[config.mk]
export PLATFORM = sky130hd
export DESIGN_NAME = tams_queue
export DESIGN_NICKNAME = d
export VERILOG_FILES = /design/src/sv/tams_pkg.sv /design/src/sv/tams_queue.sv
export VERILOG_INCLUDE_DIRS = /design/src /design/src/sv
export SDC_FILE = /design/constraint.sdc
export NUM_CORES = 1
export LEC_CHECK = 0
export ABC_AREA = 1
export BUFFER_PORTS_ARGS = -buffer_cell sky130_fd_sc_hd__buf_2
export CORE_ASPECT_RATIO = 1.25
export CORE_MARGIN = 1.5
export CORE_UTILIZATION = 25
export CTS_BUF_LIST = sky130_fd_sc_hd__clkbuf_4 sky130_fd_sc_hd__clkbuf_8 sky130_fd_sc_hd__clkbuf_16
export DETAILED_ROUTE_END_ITERATION = 16
export PLACE_DENSITY = 0.5
export SLEW_MARGIN = 20
export SYNTH_ARGS = -nofsm -noshare
export SYNTH_HDL_FRONTEND = slang
export SYNTH_SLANG_ARGS = --single-unit
[constraint.sdc]
create_clock -name clk -period 2.3 [get_ports clk]
set_clock_uncertainty 0.05 [all_clocks]
set_input_delay 0.345 -clock clk [delete_from_list [all_inputs] [get_ports clk]]
set_output_delay 0.345 -clock clk [all_outputs]
set_load 0.01 [all_outputs]
[src/sv/triangle_affine_map_setup_macros.svh]
`ifndef TRIANGLE_AFFINE_MAP_SETUP_MACROS_SVH
`define TRIANGLE_AFFINE_MAP_SETUP_MACROS_SVH

// Condition must never hold outside reset.
`define TAMS_ASSERT_NEVER(lbl, expr, msg) \
  lbl: assert property (@(posedge clk) disable iff (rst) !(expr)) else $error(msg);

// Antecedent in a cycle implies consequent in the same cycle.
`define TAMS_ASSERT_IMPLY(lbl, ante, cons, msg) \
  lbl: assert property (@(posedge clk) disable iff (rst) (ante) |-> (cons)) else $error(msg);

`endif

[src/sv/tams_pkg.sv]
package tams_pkg;

  localparam int COORD_BITS_DEF = 13;
  localparam int FRAC_BITS_DEF  = 16;
  localparam int RES_BITS       = 32;
  // quotient bits of 2*|num|*2^F/|det| kept before rounding
  localparam int QUOT_BITS      = 33;
  localparam int QUEUE_DEPTH    = 4;
  localparam int FRONT_LAT      = 4;
  localparam int DIV_LAT        = QUOT_BITS + 3;

  function automatic int imax(input int a, input int b);
    return (a > b) ? a : b;
  endfunction

endpackage

[src/sv/tams_queue.sv]
`include "triangle_affine_map_setup_macros.svh"

module tams_queue #(
  parameter int WIDTH = 8,
  parameter int DEPTH = tams_pkg::QUEUE_DEPTH
) (
  input  logic             clk,
  input  logic             rst,
  input  logic             push,
  output logic             full,
  input  logic [WIDTH-1:0] wr_data,
  input  logic             pop,
  output logic             empty,
  output logic [WIDTH-1:0] rd_data
);
  localparam int PW = (DEPTH > 1) ? $clog2(DEPTH) : 1;
  localparam int CNTW = $clog2(DEPTH + 1);

  logic [WIDTH-1:0] mem [DEPTH];
  logic [PW-1:0]    wr_ptr, rd_ptr;
  logic [CNTW-1:0]  count;

  assign full    = (count == CNTW'(DEPTH));
  assign empty   = (count == '0);
  assign rd_data = mem[rd_ptr];

  always_ff @(posedge clk) begin
    if (push) begin
      mem[wr_ptr] <= wr_data;
    end
  end

  always_ff @(posedge clk) begin
    if (rst) begin
      wr_ptr <= '0;
      rd_ptr <= '0;
      count  <= '0;
    end else begin
      if (push) begin
        wr_ptr <= (wr_ptr == PW'(DEPTH - 1)) ? '0 : wr_ptr + 1'b1;
      end
      if (pop) begin
        rd_ptr <= (rd_ptr == PW'(DEPTH - 1)) ? '0 : rd_ptr + 1'b1;
      end
      if (push && !pop) begin
        count <= count + 1'b1;
      end else if (pop && !push) begin
        count <= count - 1'b1;
      end
    end
  end

  `TAMS_ASSERT_IMPLY(a_no_overflow, push, !full || pop, "queue written while full")
  `TAMS_ASSERT_IMPLY(a_no_underflow, pop, !empty, "queue read while empty")
  `TAMS_ASSERT_NEVER(a_count_range, count > CNTW'(DEPTH), "queue count out of range")

endmodule

==> impl_metrics.sql, run 1 <==
INSERT INTO impl_metrics (metric_group, metric, value, unit) VALUES
('run_status', 'status', 'finished, final reports clean', ''),
('timing', 'timing.final.crit_period', '1880', 'ps'),
('worst_setup_path', 'crit_path_top_delay_cell', 'dfxtp_1', ''),
('worst_setup_path', 'critical_path.reg2reg.startpoint', 'wr_ptr[0]', ''),
('timing', 'timing_max_transition_violations_final', '0', ''),
('yosys', 'largest_cells_by_area_after_synthesis', 'edfxtp_1 (58%), dfxtp_1 (11%), nor2_1 (5.0%), ha_1 (4.5%), o21ai_0 (4.5%)', ''),
('global_routing', 'first_global_vias', '1002', ''),
('detailed_routing', 'totalWireLength', '2.96', 'mm'),
('worst_setup_path', 'worstPathCellList', 'inv_2, o21ai_0, o22ai_1, buf_2', ''),
('place', 'weighted_congestion_at_the_end_of_routability_driven_global_placement', '0.688', ''),
('worst_setup_path', 'r2r.worst_path.cells', '3', ''),
('floorplan', 'std_cell_rows', '32', ''),
('floorplan', 'die_w', '75.7', 'um'),
('worst_hold_path', 'worstHoldPathCells', '1', ''),
('power_and_ir_drop', 'cellPowerDensity', '821', 'mW/mm2'),
('clock_network', 'cts_repair_resize_count', '0', ''),
('yosys', 'ys_seq_area_share', '69.1', '%'),
('worst_setup_path', 'rr_endpoint', 'mem[3][1]', ''),
('timing', 'worst_slew_margin_rel', '72.3', '%'),
('worst_setup_path', 'timing.critical_path.required', '1900', 'ps'),
('timing', 'setup_total_negative_slack', '0', 'ps'),
('worst_setup_path', 'setup.worst_path.end_class', 'primary output', ''),
('finish', 'design.final.nets', '181', ''),
('detailed_routing', 'post_drt_via_cell_ratio', '4.13', ''),
('power_and_ir_drop', 'p_sw', '378', 'uW'),
('clock_network', 'cts_hold_repair.buffers', '0', ''),
('yosys', 'ys_seq_elements', '41', ''),
('clock_network', 'cts_tree', 'built', ''),
('clock_network', 'cts-buffers-inserted', '5', ''),
('global_routing', 'grt.total_usage', '9.53', '%'),
('power_and_ir_drop', 'peakVddDrop', '249', 'uV'),
('timing', 'rsz_0062_raised_after_global_routing', 'no', ''),
('floorplan', 'floorplan.initialDensity', '26.3', '%'),
('floorplan', 'core_area', '0.00629', 'mm2'),
('power_and_ir_drop', 'netSwitchingFraction', '23.5', '%'),
('clock_network', 'clock_sinks', '41', ''),
('worst_setup_path', 'critical-path-max-stage-delay', '550', 'ps'),
('finish', 'final_cell_area', '0.00196', 'mm2'),
('global_routing', 'antenna_found_initial', '0', ''),
('yosys', 'synthesis.nets', '154', ''),
('clock_network', 'cts.repair_timing.setup_buffer_count', '0', ''),
('worst_setup_path', 'reg2reg_setup_slack', '940', 'ps'),
('place', 'hpwlAfterDp', '2.13', 'mm'),
('worst_setup_path', 'worst_ep_arrival_time', '1480', 'ps'),
('clock_network', 'max-clock-path-buffers', '2', ''),
('detailed_routing', 'initial_drt_pass_iterations', '4', ''),
('yosys', 'synthesis.area', '0.00165', 'mm2'),
('detailed_routing', 'drc', '0', ''),
('yosys', 'postSynthCellCount', '135', ''),
('power_and_ir_drop', 'share_seq_of_total_power', '53.9', '%'),
('clock_network', 'insertion_delay', '290', 'ps'),
('run', 'cap_viol_max_count', '0', ''),
('timing', 'worst_slew_pin_tran', '415', 'ps'),
('yosys', 'netlist.top_cell.by_area', 'edfxtp_1', ''),
('power_and_ir_drop', 'total_leakage_power', '0.767', 'nW'),
('finish', 'areaGrowthSynthToFinish', '18.6', '%'),
('global_routing', 'grt_pass1_wl', '4.84', 'mm'),
('timing', 'final.period_utilization', '81.7', '%'),
('detailed_routing', 'via_count', '1023', ''),
('yosys', 'ys_warn_count', '0', ''),
('power_and_ir_drop', 'power.internal', '1.23', 'mW'),
('worst_hold_path', 'min-delay-start', 'wr_data[4]', ''),
('global_routing', 'globalRouteOverflowTotal', '0', ''),
('timing', 'max_freq', '532', 'MHz'),
('worst_setup_path', 'critPathLaunchType', 'register', ''),
('floorplan', 'ios', '22', ''),
('place', 'io_buffers', '21', ''),
('detailed_routing', 'route.antenna.remaining_nets', '0', ''),
('timing', 'finalHoldViolations', '0', ''),
('yosys', 'yosys.cell_types.count', '19', ''),
('power_and_ir_drop', 'comb_power_share', '11.1', '%');
==> worst max-delay path: cells and delay by family (launching register included) <==
family,cells,cell delay (ps)
DFF,1,550
buffers and inverters,2,360
AOI/OAI and AO/OA,2,280
==> cells by family (layout without fill, tap and decap cells) <==
group | after synthesis | in the layout | synth area share (%)
adders and majority gates | 7 | 7 | 5.76
DFF | 41 | 41 | 69.1
AOI/OAI and AO/OA | 30 | 30 | 10.2
and+or+nand+nor | 38 | 38 | 9.47
xor gates and xnor gates | 1 | 1 | 0.530
buffers and inverters | 18 | 46 | 5.00
==> per-stage QoR <==
stage          total power, mW  utilization (%)  instances  setup slack [ps]  hold slack [ps]
2_1_floorplan            0.996                -        135               854              367
3_3_place_gp              1.06             29.4        240               647              473
3_5_place_dp              1.07             29.4        240               664              478
4_1_cts                   1.63             31.2        248               391              203
5_1_grt                   1.69             31.2        248               270              209
6_report                  1.61             31.2        248               422              212
==> power by group through the flow <==
stage | combinational, mW | clock [mW] | sequential, mW
6_report | 0.178 | 0.563 | 0.866
5_1_grt | 0.206 | 0.614 | 0.873
4_1_cts | 0.182 | 0.576 | 0.868
3_5_place_dp | 0.181 | 0 | 0.884
3_3_place_gp | 0.181 | 0 | 0.883
2_1_floorplan | 0.120 | 0 | 0.876
==> registers in the layout, summed over array words and instances, names as in the netlist, named ones only <==
name and cells:
wr_ptr 2, rd_ptr 2, count 3, mem 32
==> synthesized netlist by cell type <==
cell type  number
nor2_1         22
fa_1            1
nand2_1         8
nor2_2          2
inv_1          15
nand3_1         1
edfxtp_1       32
nand4_1         1
xor2_1          1
o21ai_2         2
o21ai_0        15
a21oi_1         3
o22ai_1         8
inv_2           1
buf_6           2
dfxtp_1         9
nor3_1          4
ha_1            6
o21ai_1         2
==> worst max path at each step <==
| stage | from | to | depth (start not counted) | slack [ps] |
|---|---|---|---|---|
| 5_1_grt | register | rd_data[2] | 4 | 270 |
| 3_5_place_dp | pop | count[2] | 11 | 660 |
| 6_report | register | rd_data[4] | 4 | 420 |
| 4_1_cts | register | rd_data[4] | 4 | 390 |
| 2_1_floorplan | pop | count[2] | 10 | 850 |
| 3_3_place_gp | pop | count[2] | 11 | 650 |
==> area by class of cell <==
type                       instances  area (um2)
inverter                          16        60.1
fill                             644        4330
sequential                        41        1140
clock inverter                     3        41.3
tap                               85         106
timing repair buffer              22         113
clock buffer                       5        68.8
multi-input combinational         76         428
==> per-layer routing <==
| layer | wire length, um | up-vias | track usage, % |
|---|---|---|---|
| met3 | 147 | 4 | 4.29 |
| met1 | 1320 | 470 | 11.2 |
| met4 | 31 | 0 | 3.57 |
| met5 | 0 | - | 0 |
| li1 | - | 528 | - |
| met2 | 1460 | 21 | 15.0 |
==> cell usage in the layout, fill, tap and decap left out <==
cell type,instances
nor2_1,22
a21oi_1,3
buf_2,21
o21ai_0,15
nand4_1,1
clkinv_1,1
buf_4,1
inv_2,1
o22ai_1,8
clkinvlp_4,1
nor3_1,4
bufinv_16,1
xor2_1,1
o21ai_2,2
o21ai_1,2
inv_1,15
nand3_1,1
dfxtp_1,9
ha_1,6
edfxtp_1,32
fa_1,1
clkbuf_8,5
nor2_2,2
nand2_1,8
(Power assumes the default switching activity.)
==> run 2, diff against run 1 <==
--- a/config.mk
+++ b/config.mk
@@ -13,7 +13,7 @@
 export CORE_UTILIZATION = 25
 export CTS_BUF_LIST = sky130_fd_sc_hd__clkbuf_4 sky130_fd_sc_hd__clkbuf_8 sky130_fd_sc_hd__clkbuf_16
 export DETAILED_ROUTE_END_ITERATION = 16
-export PLACE_DENSITY = 0.5
+export PLACE_DENSITY = 0.51
 export SLEW_MARGIN = 20
 export SYNTH_ARGS = -nofsm -noshare
 export SYNTH_HDL_FRONTEND = slang
==> constraint.sdc (replaced) <==
create_clock -name clk -period 1.6 [get_ports clk]
set_clock_uncertainty 0.05 [all_clocks]
set_input_delay 0.24 -clock clk [delete_from_list [all_inputs] [get_ports clk]]
set_output_delay 0.24 -clock clk [all_outputs]
set_load 0.01 [all_outputs]
==> impl_metrics.sql, run 2 (same netlist as run 1, synthesis figures left out) <==
INSERT INTO impl_metrics (metric_group, metric, value, unit) VALUES
('run_status', 'status', 'finished, final reports clean', ''),
('global_routing', 'grt_pass1_wl', '5.00', 'mm'),
('worst_setup_path', 'criticalPathCategory', 'reg2out', ''),
('timing', 'rsz_0062_raised_after_global_routing', 'yes', ''),
('floorplan', 'std_cell_rows', '32', ''),
('finish', 'drive_gt1_share', '24.6', '%'),
('floorplan', 'floorplan.initialDensity', '26.3', '%'),
('detailed_routing', 'initial_drt_pass_iterations', '4', ''),
('finish', 'ant_cells', '0', ''),
('clock_network', 'ctsRootBufferMaster', 'clkbuf_8', ''),
('finish', 'design.final.nets', '185', ''),
('clock_network', 'cts_hold_repair.buffers', '0', ''),
('global_routing', 'grt.total_usage', '9.56', '%'),
('worst_setup_path', 'worstPathCellList', 'inv_4, o21ai_0, o22ai_1, buf_2', ''),
('clock_network', 'cts_tree', 'built', ''),
('power_and_ir_drop', 'peakVddDrop', '360', 'uV'),
('finish', 'largestRegisters', 'mem: 32 flops, count: 3 flops', ''),
('floorplan', 'y_dimension_of_the_die', '93.9', 'um'),
('clock_network', 'cts-buffers-inserted', '5', ''),
('worst_setup_path', 'critical_path.reg2reg.startpoint', 'wr_ptr[0]', ''),
('finish', 'instances_no_fill', '252', ''),
('worst_setup_path', 'reg2reg_setup_slack', '300', 'ps'),
('global_routing', 'antenna_found_initial', '0', ''),
('place', 'place.detailed.instances', '244', ''),
('timing', 'timing.final.crit_period', '1540', 'ps'),
('worst_setup_path', 'critical-path-max-stage-delay', '370', 'ps'),
('detailed_routing', 'post_drt_via_cell_ratio', '4.19', ''),
('place', 'hpwlAfterDp', '2.09', 'mm'),
('place', 'post-place-ws', '73.6', 'ps'),
('floorplan', 'die_w', '75.7', 'um'),
('detailed_routing', 'route.antenna.remaining_nets', '0', ''),
('worst_setup_path', 'crit_path_top_delay_cell', 'dfxtp_4', ''),
('clock_network', 'max-clock-path-buffers', '2', ''),
('timing', 'worst_setup_slack_final', '57.9', 'ps'),
('power_and_ir_drop', 'total_leakage_power', '0.797', 'nW'),
('place', 'weighted_congestion_at_the_end_of_routability_driven_global_placement', '0.696', ''),
('worst_setup_path', 'r2r.worst_path.cells', '4', ''),
('worst_setup_path', 'rr_endpoint', 'mem[0][3]', ''),
('global_routing', 'grt_max_degree', '17', ''),
('worst_hold_path', 'min-delay-start', 'wr_data[4]', ''),
('worst_setup_path', 'setup.worst_path.end_class', 'primary output', ''),
('worst_setup_path', 'path_max_fanout', '16', ''),
('clock_network', 'insertion_delay', '280', 'ps'),
('worst_setup_path', 'critPathLaunchType', 'register', ''),
('timing', 'max_freq', '648', 'MHz'),
('clock_network', 'clock_sinks', '41', ''),
('timing', 'finalHoldViolations', '0', ''),
('timing', 'finalSetupViolations', '0', ''),
('worst_hold_path', 'worstHoldPathCells', '1', ''),
('finish', 'areaGrowthSynthToFinish', '21.4', '%'),
('floorplan', 'ios', '22', ''),
('finish', 'final_common_cell', 'edfxtp_1', ''),
('timing', 'worst_slew_margin_rel', '74.7', '%'),
('global_routing', 'first_global_vias', '1093', ''),
('floorplan', 'design.die.area', '0.00711', 'mm2'),
('power_and_ir_drop', 'share_seq_of_total_power', '53.5', '%'),
('power_and_ir_drop', 'power.internal', '1.79', 'mW'),
('power_and_ir_drop', 'power_frac_clock', '34.5', '%'),
('global_routing', 'globalRouteOverflowTotal', '0', ''),
('worst_setup_path', 'worst_ep_arrival_time', '1250', 'ps'),
('detailed_routing', 'drc', '0', ''),
('finish', 'largest-register', 'mem', ''),
('finish', 'final_cell_mix', 'edfxtp_1 (32), nor2_1 (22), buf_2 (21), o21ai_0 (15), inv_1 (14)', ''),
('floorplan', 'core_area', '0.00629', 'mm2'),
('worst_setup_path', 'timing.critical_path.required', '1310', 'ps'),
('detailed_routing', 'via_count', '1056', ''),
('detailed_routing', 'detail_route.wl_per_cell', '12.1', 'um'),
('timing', 'final.period_utilization', '96.4', '%'),
('timing', 'worst_slew_pin_tran', '380', 'ps'),
('clock_network', 'cts.repair_timing.setup_buffer_count', '0', ''),
('detailed_routing', 'detail_route.iter0.violations', '44', ''),
('worst_setup_path', 'cp.buffers_inverters', '2', ''),
('detailed_routing', 'totalWireLength', '3.04', 'mm'),
('power_and_ir_drop', 'cellPowerDensity', '1160', 'mW/mm2'),
('worst_hold_path', 'min_path_type', 'in2reg', ''),
('power_and_ir_drop', 'comb_power_share', '12.0', '%'),
('worst_hold_path', 'holdPathEnd', 'mem[0][4]', ''),
('finish', 'largest_register_ffs', '32', ''),
('worst_setup_path', 'critical_path.top_delay_family', 'flip-flops', ''),
('power_and_ir_drop', 'netSwitchingFraction', '22.7', '%'),
('place', 'io_buffers', '21', ''),
('timing', 'timing_max_transition_violations_final', '0', ''),
('clock_network', 'cts_htree_levels', '2', ''),
('clock_network', 'worst_setup_hold_path_clk_slew', '70', 'ps'),
('run', 'cap_viol_max_count', '0', ''),
('power_and_ir_drop', 'p_sw', '526', 'uW');
## run 2: stage by stage
stage	setup TNS, ps	cell area, um2	util [%]	hold slack, ps	total power [mW]
floorplan	0	1650	-	262	1.43
global placement	0	1880	29.9	412	1.54
detailed placement	0	1880	29.9	412	1.54
CTS	0	1990	31.7	116	2.35
global route	-22.0	2010	31.9	113	2.44
finish	0	2010	31.9	119	2.32
## run 2: worst max-delay path by stage
| stage | startpoint | to | slack (ps) | depth (start not counted) |
|---|---|---|---|---|
| 2_1_floorplan | pop | count[2] | 260 | 10 |
| 3_3_place_gp | pop | count[2] | 100 | 11 |
| 3_5_place_dp | pop | count[2] | 70 | 11 |
| 4_1_cts | register | rd_data[3] | 40 | 4 |
| 5_1_grt | register | rd_data[3] | -9 | 4 |
| 6_report | register | rd_data[3] | 60 | 4 |
## run 2: power by group through the flow
stage | clock network (mW) | registers (mW) | logic (mW)
after floorplan | 0 | 1.26 | 0.172
after global placement | 0 | 1.26 | 0.275
final | 0.800 | 1.24 | 0.279
after global routing | 0.861 | 1.25 | 0.326
after CTS | 0.823 | 1.24 | 0.281
after detailed placement | 0 | 1.27 | 0.279
## run 2: what timing repair did
item / in CTS / in global routing
setup endpoints to repair: 6 / 4
gates cloned: 0 / 0
gates resized for setup: 4 / 4
## run 2: area by class of cell
type | instances | area (um2)
fill | 647 | 4280
multi-input combinational | 76 | 428
timing repair buffer | 26 | 150
clock buffer | 6 | 76.3
inverter | 16 | 62.6
sequential | 41 | 1150
tap | 85 | 106
clock inverter | 2 | 33.8
## run 2: routing by layer
layer	part of all wire, %	vias up	global-route usage [%]
li1	-	532	-
met1	46	480	11.8
met2	45	36	15.0
met3	6.5	8	3.43
met4	2.0	0	3.72
met5	0	-	0
==> run 3, diff against run 2 <==
--- a/config.mk
+++ b/config.mk
@@ -8,12 +8,14 @@
 export LEC_CHECK = 0
 export ABC_AREA = 1
 export BUFFER_PORTS_ARGS = -buffer_cell sky130_fd_sc_hd__buf_2
+export CAP_MARGIN = 20
 export CORE_ASPECT_RATIO = 1.25
 export CORE_MARGIN = 1.5
 export CORE_UTILIZATION = 25
 export CTS_BUF_LIST = sky130_fd_sc_hd__clkbuf_4 sky130_fd_sc_hd__clkbuf_8 sky130_fd_sc_hd__clkbuf_16
 export DETAILED_ROUTE_END_ITERATION = 16
 export PLACE_DENSITY = 0.51
+export REMOVE_ABC_BUFFERS = 1
 export SLEW_MARGIN = 20
 export SYNTH_ARGS = -nofsm -noshare
 export SYNTH_HDL_FRONTEND = slang
==> impl_metrics.sql, run 3 (same netlist as run 1, synthesis figures left out) <==
INSERT INTO impl_metrics (metric_group, metric, value, unit) VALUES
('place', 'weighted_congestion_at_the_end_of_routability_driven_global_placement', '0.673', ''),
('global_routing', 'grt_pass1_wl', '4.70', 'mm'),
('worst_setup_path', 'crit_path_top_delay_cell', 'dfxtp_4', ''),
('clock_network', 'max-clock-path-buffers', '2', ''),
('worst_setup_path', 'cp.buffers_inverters', '2', ''),
('worst_setup_path', 'worst_ep_arrival_time', '1250', 'ps'),
('clock_network', 'ctsRootBufferMaster', 'clkbuf_8', ''),
('worst_setup_path', 'worstPathCellList', 'buf_12, o21ai_1, o22ai_1, buf_2', ''),
('clock_network', 'cts_htree_levels', '2', ''),
('worst_setup_path', 'critical_path.top_delay_family', 'flip-flops', ''),
('worst_setup_path', 'critPathLaunchType', 'register', ''),
('power_and_ir_drop', 'peakVddDrop', '443', 'uV'),
('timing', 'final.period_utilization', '96.0', '%'),
('detailed_routing', 'detail_route.wl_per_cell', '12.0', 'um'),
('floorplan', 'std_cell_rows', '32', ''),
('worst_setup_path', 'r2r.worst_path.cells', '4', ''),
('finish', 'final_cell_area', '0.00201', 'mm2'),
('global_routing', 'grt.total_usage', '9.16', '%'),
('finish', 'drive_gt1_share', '25.3', '%'),
('clock_network', 'worst_setup_hold_path_clk_slew', '70', 'ps'),
('global_routing', 'globalRouteOverflowTotal', '0', ''),
('floorplan', 'die_w', '75.7', 'um'),
('worst_hold_path', 'min_path_type', 'in2reg', ''),
('run', 'cap_viol_max_count', '0', ''),
('detailed_routing', 'via_count', '1033', ''),
('worst_hold_path', 'holdPathEnd', 'mem[0][2]', ''),
('run_status', 'status', 'finished, final reports clean', ''),
('finish', 'final_cell_mix', 'edfxtp_1 (32), nor2_1 (22), buf_2 (21), inv_1 (14), o21ai_0 (12)', ''),
('timing', 'max_freq', '651', 'MHz'),
('timing', 'rsz_0062_raised_after_global_routing', 'yes', ''),
('worst_setup_path', 'timing.critical_path.required', '1310', 'ps'),
('worst_setup_path', 'critical-path-max-stage-delay', '410', 'ps'),
('worst_hold_path', 'min-delay-start', 'wr_data[2]', ''),
('timing', 'hold_slack', '120', 'ps'),
('detailed_routing', 'drc', '0', ''),
('finish', 'final_util', '32.0', '%'),
('detailed_routing', 'post_drt_via_cell_ratio', '4.12', ''),
('timing', 'worst_slew_margin_rel', '75.0', '%'),
('place', 'io_buffers', '21', ''),
('power_and_ir_drop', 'design_power_total', '2.15', 'mW'),
('clock_network', 'clock_sinks', '41', ''),
('detailed_routing', 'initial_drt_pass_iterations', '3', ''),
('finish', 'largest-register', 'mem', ''),
('finish', 'design.final.nets', '185', ''),
('finish', 'areaGrowthSynthToFinish', '21.7', '%'),
('floorplan', 'design.die.area', '0.00711', 'mm2'),
('clock_network', 'cts_tree', 'built', ''),
('floorplan', 'ios', '22', ''),
('clock_network', 'cts-buffers-inserted', '5', ''),
('worst_setup_path', 'rr_endpoint', 'mem[0][4]', ''),
('finish', 'largest_register_ffs', '32', ''),
('place', 'detailed_place.area', '0.00186', 'mm2'),
('floorplan', 'floorplan.initialDensity', '26.3', '%'),
('power_and_ir_drop', 'total_leakage_power', '0.789', 'nW'),
('finish', 'ant_cells', '0', ''),
('timing', 'finalHoldViolations', '0', ''),
('timing', 'timing_max_transition_violations_final', '0', ''),
('worst_hold_path', 'worstHoldPathCells', '1', ''),
('place', 'hpwlAfterDp', '1.98', 'mm'),
('detailed_routing', 'detail_route.iter0.violations', '21', ''),
('global_routing', 'first_global_vias', '1012', ''),
('power_and_ir_drop', 'cellPowerDensity', '1070', 'mW/mm2'),
('floorplan', 'core_area', '0.00629', 'mm2'),
('clock_network', 'insertion_delay', '280', 'ps'),
('detailed_routing', 'totalWireLength', '3.02', 'mm'),
('worst_setup_path', 'reg2reg_setup_slack', '300', 'ps'),
('finish', 'final_common_cell', 'edfxtp_1', ''),
('worst_setup_path', 'path_max_fanout', '8', ''),
('detailed_routing', 'route.antenna.remaining_nets', '0', ''),
('global_routing', 'antenna_found_initial', '0', ''),
('worst_setup_path', 'criticalPathCategory', 'reg2out', ''),
('worst_setup_path', 'setup.worst_path.end_class', 'primary output', ''),
('global_routing', 'grt_max_degree', '17', ''),
('finish', 'largestRegisters', 'mem: 32 flops, count: 3 flops', ''),
('timing', 'timing.final.crit_period', '1540', 'ps'),
('floorplan', 'y_dimension_of_the_die', '93.9', 'um'),
('worst_setup_path', 'critical_path.reg2reg.startpoint', 'wr_ptr[0]', ''),
('timing', 'worst_slew_pin_tran', '375', 'ps'),
('timing', 'finalSetupViolations', '0', '');
==> run 3: worst max path at each step <==
stage                        start    endpoint  slack [ps]  cells after the start
after CTS                 register  rd_data[3]           1                      4
final                     register  rd_data[3]          60                      4
after floorplan                pop    count[2]         260                     10
after global routing      register  rd_data[7]         -30                      4
after detailed placement       pop    count[2]          70                     10
after global placement         pop    count[2]         100                     11
==> run 3: metrics by stage <==
stage                     setup slack [ps]  instances  setup TNS (ps)
final                                 63.9        251               0
after global routing                 -34.1        251           -42.2
after CTS                             1.08        249               0
after detailed placement              71.4        242               0
after global placement                 102        242               0
after floorplan                        259        133               0
==> run 3: timing repair <==
item	4_1_cts	5_1_grt
hold buffers	0	0
gates cloned	0	1
endpoints found under the hold margin	0	0
setup endpoints to repair	6	6
pin swaps	0	3
resized for setup	5	11
setup buffers	0	1
==> run 3: layer usage <==
metal	track usage, %	vias up	wire length, um
met1	9.99	475	1340
met4	3.13	0	36
met2	15.9	23	1510
met5	0	-	0
li1	-	529	-
met3	3.54	6	139
==> run 3: report_power, final <==
group	total (mW)	leakage (nW)	internal [mW]	switching [mW]
registers	1.25	0.370	1.21	0.0402
logic	0.287	0.381	0.122	0.165
clock network	0.618	0.0377	0.292	0.326
total	2.15	0.789	1.62	0.531
==> run 3: final cells by class <==
class | instances | area (um2)
Inverter | 16 | 67.6
Sequential cell | 41 | 1150
Tap cell | 85 | 106
Multi-Input combinational cell | 76 | 435
Fill cell | 665 | 4280
Clock inverter | 2 | 11.3
Timing Repair Buffer | 26 | 173
Clock buffer | 5 | 68.8
